[src/design/hmc_pkg.sv]
`timescale 1ns / 1ps
`default_nettype none
package hmc_pkg;

  localparam int DATA_W          = 32;
  localparam int FRAC_W          = 16;
  localparam int GRID_AW         = 10;
  localparam int GRID_DEPTH      = 1 << GRID_AW;
  localparam int COUNT_W         = 6;
  localparam int SPACE_W         = 31;
  localparam int CFG_AW          = 3;
  localparam int DEF_MAX_COLUMNS = 32;
  localparam int DEF_MAX_ROWS    = 32;

  localparam logic [SPACE_W-1:0] SPACE_RESET = SPACE_W'(65536);

  typedef enum logic [CFG_AW-1:0] {
    CFG_COLUMNS     = 3'd0,
    CFG_ROWS        = 3'd1,
    CFG_ORIGIN_X    = 3'd2,
    CFG_ORIGIN_Y    = 3'd3,
    CFG_CELL_WIDTH  = 3'd4,
    CFG_CELL_HEIGHT = 3'd5
  } cfg_reg_t;

  typedef enum logic {
    OP_LOAD   = 1'b0,
    OP_SAMPLE = 1'b1
  } op_t;

  typedef struct packed {
    op_t                       op;
    logic [GRID_AW-1:0]        grid_index;
    logic signed [DATA_W-1:0]  grid_value;
    logic signed [DATA_W-1:0]  z_command;
    logic signed [DATA_W-1:0]  z_feedback;
    logic                      apply;
    logic                      pass;
  } side_t;

  // Index width shared by both axes.
  function automatic int idx_bits(int max_c, int max_r);
    return $clog2((max_c > max_r) ? max_c : max_r);
  endfunction

  // Cycles from an accepted word to the cell indices and fractions.
  function automatic int loc_latency(int max_c, int max_r);
    return idx_bits(max_c, max_r) + FRAC_W + 3;
  endfunction

  // Cycles from an accepted word to its result strobe.
  function automatic int pipe_latency(int max_c, int max_r);
    return loc_latency(max_c, max_r) + 7;
  endfunction

  function automatic logic [COUNT_W-1:0] clamp_count(logic [COUNT_W-1:0] n, int max_n);
    return (int'(n) > max_n) ? COUNT_W'(max_n) : n;
  endfunction

  function automatic logic signed [DATA_W-1:0] sat_add(logic signed [DATA_W-1:0] a,
                                                       logic signed [DATA_W-1:0] b);
    logic [DATA_W:0] s;
    s = {a[DATA_W-1], a} + {b[DATA_W-1], b};
    if (s[DATA_W] != s[DATA_W-1]) begin
      return s[DATA_W] ? {1'b1, {(DATA_W-1){1'b0}}} : {1'b0, {(DATA_W-1){1'b1}}};
    end
    return s[DATA_W-1:0];
  endfunction

  function automatic logic signed [DATA_W-1:0] sat_sub(logic signed [DATA_W-1:0] a,
                                                       logic signed [DATA_W-1:0] b);
    logic [DATA_W:0] s;
    s = {a[DATA_W-1], a} - {b[DATA_W-1], b};
    if (s[DATA_W] != s[DATA_W-1]) begin
      return s[DATA_W] ? {1'b1, {(DATA_W-1){1'b0}}} : {1'b0, {(DATA_W-1){1'b1}}};
    end
    return s[DATA_W-1:0];
  endfunction

endpackage
`default_nettype wire

[src/design/hmc_lerp.sv]
`timescale 1ns / 1ps
`default_nettype none
module hmc_lerp
  import hmc_pkg::*;
(
  input  wire logic                      clk,
  input  wire logic signed [DATA_W-1:0]  a,
  input  wire logic signed [DATA_W-1:0]  b,
  input  wire logic [FRAC_W-1:0]         frac,
  output logic signed [DATA_W-1:0]       y
);

  localparam int PW = DATA_W + FRAC_W + 2;

  logic signed [DATA_W:0]   diff;
  logic signed [PW-1:0]     prod;
  logic signed [DATA_W-1:0] a_d;
  logic signed [PW-1:0]     rnd;
  logic signed [PW-1:0]     sh;

  assign diff = {b[DATA_W-1], b} - {a[DATA_W-1], a};

  always_ff @(posedge clk) begin
    prod <= PW'(diff * $signed({1'b0, frac}));
    a_d  <= a;
  end

  // a + round((b - a) * t / 2^16) with ties upward; the result always lies
  // between a and b, so the low word of the sum is exact.
  assign rnd = prod + PW'(1 << (FRAC_W - 1));
  assign sh  = rnd >>> FRAC_W;

  always_ff @(posedge clk) begin
    y <= a_d + sh[DATA_W-1:0];
  end

endmodule
`default_nettype wire

[config.mk]
export PLATFORM = sky130hd
export DESIGN_NAME = hmc_lerp
export DESIGN_NICKNAME = d
export VERILOG_FILES = /design/src/design/hmc_pkg.sv /design/src/design/hmc_lerp.sv
export SDC_FILE = /design/constraint.sdc
export NUM_CORES = 1
export LEC_CHECK = 0
export ABC_CLOCK_PERIOD_IN_PS = 24300
export BUFFER_PORTS_ARGS = -buffer_cell sky130_fd_sc_hd__buf_2
export CORE_UTILIZATION = 56
export CTS_CLUSTER_DIAMETER = 200
export DETAILED_ROUTE_END_ITERATION = 7
export GPL_ROUTABILITY_DRIVEN = 1
export GPL_TIMING_DRIVEN = 0
export PLACE_DENSITY = 0.83
export SYNTH_ARGS = -nofsm -noshare
export SYNTH_HDL_FRONTEND = slang
export SYNTH_SLANG_ARGS = --single-unit
[constraint.sdc]
create_clock -name clk -period 24.3 [get_ports clk]
set_input_delay 4.86 -clock clk [delete_from_list [all_inputs] [get_ports clk]]
set_output_delay 4.86 -clock clk [all_outputs]
set_load 0.02 [all_outputs]
==> impl_results.rst <==
.. list-table::
   :header-rows: 1

   * - Metric
     - Value
   * - Post-synth top flop
     - dfxtp_1
   * - Final Setup Violations
     - 0
   * - Clock Root Buffer
     - clkbuf_16
   * - Critical hold path startpoint
     - a_d[0]
   * - Number of global-route vias before repair
     - 21,147
   * - Delay of the slowest cell on the worst path
     - 1260 ps
   * - Routability congestion estimate from global placement
     - 0.994
   * - Antenna Violating Nets Remaining
     - 0
   * - Floorplan die height
     - 210 um
   * - Aggregate global routing overflow
     - 0
   * - Part of the Yosys area used for sequential elements
     - 8.03%
   * - Setup fix buffers added after clock tree synthesis
     - 0
   * - Synthesis-to-finish area growth
     - 6.35%
   * - Number of gates resized after CTS
     - 0
   * - R2R setup slack
     - 19,470 ps
   * - Core ar.
     - 42,200 um2
   * - Global-route usage over all layers
     - 34.3%
   * - Routed length per placed instance
     - 21.1 um
   * - Hold-critical path depth
     - 1
   * - Max-capacitance violation count
     - 0
   * - Total number of clock tree sinks
     - 97
   * - Post-route minimum period
     - 14,880 ps
   * - Average footprint of a synthesized cell
     - 8.78 um2
   * - Number of design rule violations left after detail routing
     - 0
   * - Post-synthesis cell area
     - 24,200 um2
   * - Post-synthesis instance total
     - 2,755
   * - Antenna violations before repair
     - 4
   * - Final-stage net count
     - 3,618
   * - DIE AREA
     - 44,000 um2
   * - Crit Path Max Fanout
     - 10
   * - Layout cells sized above 1
     - 5.52%
   * - Number of distinct library cells after synthesis
     - 73
   * - Final Hold Vio Count
     - 0
   * - Filler cell count
     - 3,618
   * - Hpwl dp
     - 60,600 um
   * - Run status
     - finished clean
   * - RSZ-0062 raised after global routing
     - no
   * - Pin count of the biggest net entering global routing
     - 17
   * - Detailed-route via count
     - 19,760
   * - Critical register-to-register path endpoint
     - y[31]
   * - Slew at the pin with the worst max-slew slack
     - 1440 ps
   * - Category of the worst setup path launch point
     - primary input
   * - Destination of the worst hold path
     - y[0]
   * - Number of buffers inserted by port buffering
     - 108
   * - Clock tree from TritonCTS
     - done
   * - Worst endpoint data arrival time
     - 15,140 ps
   * - Final TNS setup
     - 0 ps
   * - Starting Density
     - 57.3%
   * - Endpoint class of the critical path
     - flop
   * - Number of H-tree levels
     - 3
   * - Count of final max-slew check failures
     - 0
   * - Number of buffers created by CTS
     - 9
   * - Number of I/O pins
     - 113
   * - Number of synthesized flops with an enable pin
     - 0
   * - Setup slack of the critical path after layout
     - 9420 ps
   * - Post-placement setup slack
     - 9190 ps
   * - Type of the worst min-delay path
     - reg -> reg
   * - Die X
     - 210 um
   * - Hold bufs inserted after CTS
     - 0
   * - Number of warnings printed during yosys synthesis
     - 0
   * - Detailed-routing iteration count for the pre-antenna-repair pass
     - 6
   * - Rows
     - 75
   * - Number of buffers on the longest clock path
     - 2
   * - Clock transition at the registers of the reported paths
     - 70 ps
   * - Critical Path Most Common Cell
     - fa_1
   * - Latest clock arrival within the worst-skew pair
     - 370 ps
   * - Global-route wire length before repair
     - 114,000 um
   * - Vias per Instance
     - 5.78
   * - Peak Freq
     - 67.2 MHz
   * - Cell count of the worst reg-to-reg path
     - 17
   * - Skew final
     - 14.9 ps
   * - Finished Core Util
     - 60.9%
   * - Critical setup path kind
     - in -> reg
   * - Post-synthesis register bit count
     - 97
   * - Share of flip-flops with an asynchronous set or reset after synthesis
     - 0%
   * - Required time of the critical path
     - 24,560 ps
   * - Cell type of the slowest stage on the worst timing path
     - o311ai_0
   * - Post-Syn Nets
     - 3,499
   * - RR Startpoint
     - prod[17]
   * - Rel. slew slack
     - 2.57%
   * - Violation count after the first detailed-routing iteration
     - 1,675
   * - Total wirelength of the detailed-routed design
     - 72,200 um
   * - Fin crit share
     - 61.2%
==> worst max path at each step <==
stage / from / to / slack (ps) / cells past startpoint
final: a[0] / prod[42] / 9420 / 35
after global routing: a[0] / prod[42] / 9000 / 35
after CTS: a[0] / prod[42] / 9580 / 35
after floorplan: a[12] / prod[46] / 11570 / 34
after global placement: a[0] / prod[46] / 9320 / 36
after detailed placement: a[0] / prod[46] / 9190 / 36
==> layout by cell type, fill, tap and decap left out, types with 13 or more instances in the layout <==
master,netlist,final
fa_1,486,486
ha_1,177,177
and2_1,195,195
nor3_1,26,26
buf_2,7,115
nor2b_1,27,27
o311ai_0,13,13
nor2_1,68,68
xor2_1,46,46
nand2_1,319,319
and3_1,22,22
nand2b_1,36,36
o21ai_0,33,33
a21oi_1,77,77
o21a_1,14,14
a21o_1,34,34
xnor2_1,91,91
nand3_1,46,46
inv_1,617,617
clkbuf_1,111,111
a211oi_1,13,13
a31oi_1,15,15
dfxtp_1,97,97
nand4_1,24,24
==> cells by family after synthesis <==
group / Yosys count / synth area share [%]
AO/OA/AOI/OAI: 303 / 8.81
XOR/XNOR: 137 / 4.96
adder cells (fa/ha/maj): 663 / 49.4
buffers and inverters: 741 / 11.6
flip-flops: 97 / 8.03
multiplexers: 18 / 0.797
AND/OR/NAND/NOR: 796 / 16.4
==> layout make-up <==
| class | count | area (um2) | share of cell area [%] |
|---|---|---|---|
| multi-input cells | 1917 | 19400 | 75.5 |
| diodes | 1 | 2.50 | 0.00973 |
| repair buffers | 108 | 541 | 2.10 |
| plain buffers | 124 | 494 | 1.92 |
| clock buffers | 9 | 225 | 0.876 |
| clock inverters | 7 | 92.6 | 0.360 |
| flip-flops and latches | 97 | 1940 | 7.55 |
| inverters | 617 | 2320 | 9.01 |
| well taps | 539 | 674 | 2.62 |
==> worst max-delay path: cells and delay by family <==
family | cells | cell delay (ps)
adder cells (fa/ha/maj) | 9 | 3970
AND/OR/NAND/NOR | 3 | 510
XOR/XNOR | 1 | 140
AO/OA/AOI/OAI | 15 | 4840
buffers and inverters | 7 | 770
==> Yosys cell counts (6+ instances only) <==
cell | number | share of area, %
inv_1 | 617 | 9.6
fa_1 | 486 | 40
nand2_1 | 319 | 5.0
and2_1 | 195 | 5.0
ha_1 | 177 | 9.2
clkbuf_1 | 111 | 1.7
dfxtp_1 | 97 | 8.0
xnor2_1 | 91 | 3.3
a21oi_1 | 77 | 1.6
nor2_1 | 68 | 1.1
nand3_1 | 46 | 0.95
xor2_1 | 46 | 1.7
nand2b_1 | 36 | 0.93
a21o_1 | 34 | 1.1
o21ai_0 | 33 | 0.68
nor2b_1 | 27 | 0.70
nor3_1 | 26 | 0.54
nand4_1 | 24 | 0.62
and3_1 | 22 | 0.57
a31oi_1 | 15 | 0.39
o21a_1 | 14 | 0.43
a211oi_1 | 13 | 0.40
o311ai_0 | 13 | 0.47
o21bai_1 | 11 | 0.34
o211ai_1 | 10 | 0.31
nor3b_1 | 9 | 0.28
mux2i_1 | 8 | 0.33
o21ai_1 | 8 | 0.17
o31ai_1 | 8 | 0.25
a311oi_1 | 7 | 0.25
and4_1 | 7 | 0.25
buf_2 | 7 | 0.14
mux2_2 | 6 | 0.28
==> metrics by stage <==
step | instances | hold WS [ps] | cell area, um2
2_1_floorplan | 2755 | 432 | 24200
3_3_place_gp | 3402 | 436 | 25400
3_5_place_dp | 3402 | 468 | 25400
4_1_cts | 3418 | 484 | 25700
5_1_grt | 3419 | 493 | 25700
6_report | 3419 | 476 | 25700
==> flip-flops by register name (all words and copies together), names as in the netlist <==
register and flops:
prod 33, a_d 32, y 32
==> layer usage <==
layer  part of all wire, %  up-vias  GRT usage (%)  routed length (um)
li1                      -     8660              -                   -
met1                    37     9868           41.0               26900
met4                   7.1        2           21.5                5160
met3                   8.2      257           5.88                5950
met2                    47      973           57.6               34100
met5                 0.015        -              0                  11
Power is not shown: default switching activity piles up to over one toggle a cycle in this logic, so the estimate is an artifact.
