===== config.mk =====
export PLATFORM = sky130hd
export DESIGN_NAME = hmc_locate
export DESIGN_NICKNAME = d
export VERILOG_FILES = /design/src/design/hmc_pkg.sv /design/src/design/hmc_locate.sv
export SDC_FILE = /design/constraint.sdc
export NUM_CORES = 2
export LEC_CHECK = 0
export ABC_AREA = 0
export BUFFER_PORTS_ARGS = -buffer_cell sky130_fd_sc_hd__buf_4
export CORE_UTILIZATION = 50
export CTS_CLUSTER_SIZE = 12
export DETAILED_ROUTE_END_ITERATION = 16
export HOLD_SLACK_MARGIN = 0.1
export PLACE_DENSITY = 0.64
export SYNTH_ARGS = -nofsm -noshare
export SYNTH_HDL_FRONTEND = slang
export SYNTH_SLANG_ARGS = --single-unit

===== constraint.sdc =====
create_clock -name clk -period 11.61 [get_ports clk]
set_input_delay 2.9025 -clock clk [delete_from_list [all_inputs] [get_ports clk]]
set_output_delay 2.9025 -clock clk [all_outputs]
set_load 0.03 [all_outputs]

===== src/design/hmc_pkg.sv =====
`timescale 1ns / 1ps
`default_nettype none
package hmc_pkg;

  localparam int DATA_W          = 32;
  localparam int FRAC_W          = 16;
  localparam int GRID_AW         = 10;
  localparam int GRID_DEPTH      = 1 << GRID_AW;
  localparam int COUNT_W         = 6;
  localparam int SPACE_W         = 31;
  localparam int CFG_AW          = 3;
  localparam int DEF_MAX_COLUMNS = 32;
  localparam int DEF_MAX_ROWS    = 32;

  localparam logic [SPACE_W-1:0] SPACE_RESET = SPACE_W'(65536);

  typedef enum logic [CFG_AW-1:0] {
    CFG_COLUMNS     = 3'd0,
    CFG_ROWS        = 3'd1,
    CFG_ORIGIN_X    = 3'd2,
    CFG_ORIGIN_Y    = 3'd3,
    CFG_CELL_WIDTH  = 3'd4,
    CFG_CELL_HEIGHT = 3'd5
  } cfg_reg_t;

  typedef enum logic {
    OP_LOAD   = 1'b0,
    OP_SAMPLE = 1'b1
  } op_t;

  typedef struct packed {
    op_t                       op;
    logic [GRID_AW-1:0]        grid_index;
    logic signed [DATA_W-1:0]  grid_value;
    logic signed [DATA_W-1:0]  z_command;
    logic signed [DATA_W-1:0]  z_feedback;
    logic                      apply;
    logic                      pass;
  } side_t;

  // Index width shared by both axes.
  function automatic int idx_bits(int max_c, int max_r);
    return $clog2((max_c > max_r) ? max_c : max_r);
  endfunction

  // Cycles from an accepted word to the cell indices and fractions.
  function automatic int loc_latency(int max_c, int max_r);
    return idx_bits(max_c, max_r) + FRAC_W + 3;
  endfunction

  // Cycles from an accepted word to its result strobe.
  function automatic int pipe_latency(int max_c, int max_r);
    return loc_latency(max_c, max_r) + 7;
  endfunction

  function automatic logic [COUNT_W-1:0] clamp_count(logic [COUNT_W-1:0] n, int max_n);
    return (int'(n) > max_n) ? COUNT_W'(max_n) : n;
  endfunction

  function automatic logic signed [DATA_W-1:0] sat_add(logic signed [DATA_W-1:0] a,
                                                       logic signed [DATA_W-1:0] b);
    logic [DATA_W:0] s;
    s = {a[DATA_W-1], a} + {b[DATA_W-1], b};
    if (s[DATA_W] != s[DATA_W-1]) begin
      return s[DATA_W] ? {1'b1, {(DATA_W-1){1'b0}}} : {1'b0, {(DATA_W-1){1'b1}}};
    end
    return s[DATA_W-1:0];
  endfunction

  function automatic logic signed [DATA_W-1:0] sat_sub(logic signed [DATA_W-1:0] a,
                                                       logic signed [DATA_W-1:0] b);
    logic [DATA_W:0] s;
    s = {a[DATA_W-1], a} - {b[DATA_W-1], b};
    if (s[DATA_W] != s[DATA_W-1]) begin
      return s[DATA_W] ? {1'b1, {(DATA_W-1){1'b0}}} : {1'b0, {(DATA_W-1){1'b1}}};
    end
    return s[DATA_W-1:0];
  endfunction

endpackage
`default_nettype wire


===== src/design/hmc_locate.sv =====
`timescale 1ns / 1ps
`default_nettype none
module hmc_locate
  import hmc_pkg::*;
#(
  parameter int MAX_N = DEF_MAX_COLUMNS,
  parameter int IDX_W = idx_bits(DEF_MAX_COLUMNS, DEF_MAX_ROWS)
) (
  input  wire logic                      clk,
  input  wire logic signed [DATA_W-1:0]  pos,
  input  wire logic signed [DATA_W-1:0]  origin,
  input  wire logic [SPACE_W-1:0]        spacing,
  input  wire logic [COUNT_W-1:0]        count,
  output logic [IDX_W-1:0]               lo,
  output logic [IDX_W-1:0]               hi,
  output logic [FRAC_W-1:0]              frac
);

  localparam int QW  = IDX_W + FRAC_W;
  localparam int SPW = SPACE_W + IDX_W;

  logic [SPACE_W-1:0] sp;
  logic [COUNT_W-1:0] ncl;
  logic [IDX_W-1:0]   nm1;
  logic [DATA_W:0]    d;
  logic [SPW-1:0]     span;

  // Spacing of zero counts as one; the user must keep config stable while words are in flight.
  assign sp  = (spacing == '0) ? SPACE_W'(1) : spacing;
  assign ncl = clamp_count(count, MAX_N);
  assign nm1 = IDX_W'(ncl) - IDX_W'(1);

  always_ff @(posedge clk) begin
    d    <= {pos[DATA_W-1], pos} - {origin[DATA_W-1], origin};
    span <= SPW'(sp) * SPW'(nm1);
  end

  logic [SPACE_W-1:0] rem [0:QW];
  logic [QW-1:0]      quo [0:QW];
  logic [IDX_W-1:0]   dlo [0:QW];
  logic               inr [0:QW];
  logic               blw [0:QW];

  // The quotient of (d << 16) / spacing is known to fit the index and fraction
  // bits whenever the position lies inside the grid, so the division starts
  // with the top of d as its partial remainder.
  always_ff @(posedge clk) begin
    rem[0] <= SPACE_W'(d[DATA_W-1:0] >> IDX_W);
    quo[0] <= '0;
    dlo[0] <= d[IDX_W-1:0];
    blw[0] <= d[DATA_W];
    inr[0] <= !d[DATA_W] && (SPW'(d[DATA_W-1:0]) < span);
  end

  for (genvar s = 0; s < QW; s++) begin : g_div
    localparam int K = QW - 1 - s;
    logic                nb;
    logic [SPACE_W:0]    trial;
    logic                ge;
    logic [QW-1:0]       qn;

    if (K >= FRAC_W) begin : g_num
      assign nb = dlo[s][K-FRAC_W];
    end else begin : g_zero
      assign nb = 1'b0;
    end

    assign trial = {rem[s], nb};
    assign ge    = trial >= {1'b0, sp};

    always_comb begin
      qn    = quo[s];
      qn[K] = ge;
    end

    always_ff @(posedge clk) begin
      rem[s+1] <= ge ? SPACE_W'(trial - {1'b0, sp}) : trial[SPACE_W-1:0];
      quo[s+1] <= qn;
      dlo[s+1] <= dlo[s];
      inr[s+1] <= inr[s];
      blw[s+1] <= blw[s];
    end
  end

  always_ff @(posedge clk) begin
    if (inr[QW]) begin
      lo   <= quo[QW][QW-1:FRAC_W];
      hi   <= quo[QW][QW-1:FRAC_W] + IDX_W'(1);
      frac <= quo[QW][FRAC_W-1:0];
    end else if (blw[QW]) begin
      lo   <= '0;
      hi   <= '0;
      frac <= '0;
    end else begin
      lo   <= nm1;
      hi   <= nm1;
      frac <= '0;
    end
  end

endmodule
`default_nettype wire


==> impl_results.md <==
* Width of the die at ~360 um
* Sequential-to-total area share from yosys stat at 0.319
* Hold Crit Class: flip-flop to flip-flop
* Accumulated negative setup slack at 0 ps
* Wire length of the first global-routing pass at between 200,000 and 300,000 um
* Antenna violations before repair at 11
* Crit path from: count[0]
* Number of nets at the end of the flow at around 8,300
* DRT Wirelength at 186,000 um
* Core Box Area at roughly 130,000 um2
* GR Util All Layers at 0.277
* Arrival @ worst endpoint at a little under 10,000 ps
* Commonest non-fill, non-tap cell in the layout: dfxtp_1
* Count of input and output buffers at between 100 and 150
* Clk sink count at between 1,000 and 1,500
* Most used flip-flop cell after synthesis: dfxtp_1
* Fraction of the core area covered by cells at the end of the flow at 0.560
* Root Buffer: clkbuf_16
* Most area-consuming cells after synthesis: dfxtp_1, ha_1, mux2_2
* Top cell type by total area after synthesis: dfxtp_1
* Flops & latches, synth at 1,032
* Type of element launching the critical path: input port
* Initial DRC count at ~3,500
* Area enclosed by the die boundary at 131,000 um2
* Count of distinct cell types in the synthesized netlist at 95
* Post-DRT Antenna Nets at 0
* PostCTS Resize Cnt at 0
* Setup clock skew after layout at just over 20 ps
* Number of diodes added for antenna fixing at 0
* Clock slew seen by the registers of the worst setup and hold paths at 60 ps
* Destination of the worst register-to-register timing path: rem[0][52]
* Initial Utilization at 0.506
* Result of the run: finished clean
* Estimated wirelength of the detail-placed design at 138,000 um
* Count of non-filler cells in the finished layout at roughly 9,000
* Maximum VDD drop at 149 uV
* Overflow left after global routing at 0
* Worst r2r src: dlo[0][4]
* TritonCTS clock tree: yes
* Via count of the first global-routing pass at 50,162
* # Max-Cap Violations at 0
* Clock latency on the worst-skew pair at between 700 and 800 ps
* Syn Inst Count at 7,160
* Achievable clock frequency at approximately 110 MHz
* Number of buffers added for setup after CTS at 0
* Yosys synthesis warning count at 0
* Largest driver fanout on the critical path at 29
* Start-to-end type of the worst setup path: input port to flip-flop
* Required time of the critical path at 12,220 ps
* Shortest period the worst path allows at around 9100 ps
* Synth top area share at 0.319
* Netlist Area Pre-Place at ~65,000 um2
* Leakage power summed over all cells at 32.7 nW
* Pin count of the biggest net entering global routing at 62
* Number of remaining DRC errors at 0
* Cell total after placement at 8,932
* Hold Violations, Final at 0
* RSZ-0062 raised after global routing: false
* Vert. Die Dim at around 360 um
* Share of the clock period used by the worst path at 0.781
* Global placement routability congestion at roughly 0.93
* Final Slew Violations at 0
* Maximum clock path buffer count at 3
* Post-cts hold buffer count at 0
* Net count after synthesis at 8,126
* Layout cell share with drive strength beyond 1 at 0.106
* Via Count at ~53,000
* Number of buffers added by the clock tree synthesis step at between 100 and 150
* Row cnt at ~130
* Endpoint of the most critical setup path: span[34]
* Share of flip-flops with an asynchronous set or reset after synthesis at 0
* Worst r2r path cells at 14
* Number of vias per cell at between 5 and 6
* Area growth, synth to finish at 10.7%
* Number of placed I/O pins at between 100 and 150
* Routed length per instance at roughly 20 um
* Endpoint kind of the worst setup timing path: flip-flop
* H-Tree Level Count at 3
* Slew at the pin with the worst max-slew slack at 1150 ps
* Most frequent cells in the layout: dfxtp_1, ha_1, a21oi_1, nand2_1, o21ai_0
* Number of enable-type register cells in the synthesized netlist at 0
* Power per standard cell area at 333 nW/um2
* Total setup violations reported at the end of the flow at 0
* Tightest slew margin relative to the limit at 0.230
* Worst setup slack for register-to-register paths at roughly 7000 ps
* Average cell area after synthesis at roughly 9 um2
* DRT Pass-1 Iters at 5
[power by group]
part           internal [mW]  total [mW]  switching (mW)
clock                   2.15        3.63            1.48
combinational           6.27        13.8            7.49
sequential              5.39        6.49            1.10
total                   13.8        23.9            10.1
[routing by layer]
layer | GRT usage | wire length [um] | vias up
li1 | - | - | 25973
met1 | 0.356 | 82000 | 24878
met2 | 0.461 | 85300 | 1448
met3 | 0.0437 | 10400 | 358
met4 | 0.112 | 8160 | 12
met5 | 0 | 86 | -
[cell type report]
type	count	area (um2)
well taps	1729	2160
fillers	11504	56300
repair buffers	191	1430
inverters	408	1530
clock inverters	41	499
multi-input cells	5572	42200
clock buffers	156	3260
flip-flops and latches	1032	20700
[worst max-delay path, cell delays in order]
cell and delay [ps]:
buf_4 110, nor2b_1 120, buf_4 160, inv_2 400
ha_1 380, a21oi_1 120, a21oi_2 120, buf_4 330
nand2_1 220, nand2_1 150, fa_1 450, fa_1 540
fa_1 540, inv_1 50, ha_1 330, a21o_1 190
a21oi_1 270, o21ai_0 140, a31oi_1 340, o41ai_1 170
nand4_1 160, a21oi_1 120, o41ai_1 540, a21oi_1 240
nor4b_1 190, or3_1 370
[synth_stat cells (15+ instances only)]
| cell | n |
|---|---|
| a211oi_1 | 53 |
| dfxtp_1 | 1032 |
| o31ai_1 | 30 |
| a31oi_1 | 69 |
| o21ai_1 | 31 |
| nor3_1 | 83 |
| or2_2 | 28 |
| o21bai_1 | 96 |
| mux2_1 | 59 |
| a31o_2 | 16 |
| ha_1 | 756 |
| or3_1 | 28 |
| xnor2_1 | 376 |
| buf_1 | 15 |
| o21ai_0 | 457 |
| nor2_1 | 432 |
| and2_1 | 53 |
| nor4_1 | 35 |
| inv_1 | 406 |
| nand3_1 | 112 |
| buf_2 | 28 |
| nor2b_1 | 76 |
| and3_1 | 56 |
| a21boi_0 | 16 |
| a2111oi_0 | 15 |
| mux2_2 | 303 |
| nand4_1 | 91 |
| and4_1 | 15 |
| xor2_1 | 220 |
| fa_1 | 108 |
| o211ai_1 | 24 |
| a21o_1 | 352 |
| a211o_1 | 25 |
| a311oi_1 | 17 |
| a21oi_1 | 641 |
| clkbuf_1 | 99 |
| nand2b_1 | 94 |
| o21a_1 | 73 |
| nand2_1 | 531 |
[worst min-delay path by stage]
| stage | from | end | depth (start not counted) |
|---|---|---|---|
| floorplan | blw[0][0] | blw[0][1] | 0 |
| global placement | quo[0][61] | quo[0][82] | 0 |
| detailed placement | blw[0][5] | blw[0][6] | 0 |
| CTS | quo[2][96] | quo[2][117] | 0 |
| global route | quo[2][46] | quo[2][67] | 0 |
| finish | quo[2][96] | quo[2][117] | 0 |
[stage by stage]
| step | hold WS, ps | setup slack (ps) | power (mW) | instance area [um2] |
|---|---|---|---|---|
| finish | 315 | 2540 | 23.9 | 71700 |
| global route | 326 | 2180 | 25.8 | 71700 |
| CTS | 313 | 2660 | 23.9 | 71700 |
| detailed placement | 312 | 1910 | 20.1 | 68000 |
| global placement | 310 | 1990 | 19.9 | 68000 |
| floorplan | 310 | 2520 | 16.8 | 64800 |
[cell families (layout without fill, tap and decap cells)]
| logic type | Yosys count | in the layout | share of synthesized area |
|---|---|---|---|
| AO/OA/AOI/OAI | 2064 | 2064 | 0.201 |
| XOR/XNOR | 596 | 596 | 0.0805 |
| adder cells (fa/ha/maj) | 864 | 864 | 0.179 |
| buffers and inverters | 556 | 796 | 0.0334 |
| flip-flops | 1032 | 1032 | 0.319 |
| multiplexers | 376 | 376 | 0.0651 |
| AND/OR/NAND/NOR | 1672 | 1672 | 0.122 |
[state kept, by name, indices dropped and copies added (netlist names)]
| signal | cells |
|---|---|
| blw | 22 |
| d | 33 |
| dlo | 15 |
| frac | 16 |
| hi | 5 |
| inr | 22 |
| lo | 5 |
| quo | 231 |
| rem | 647 |
| span | 36 |
No activity file was read; power rests on OpenSTA's default activity.
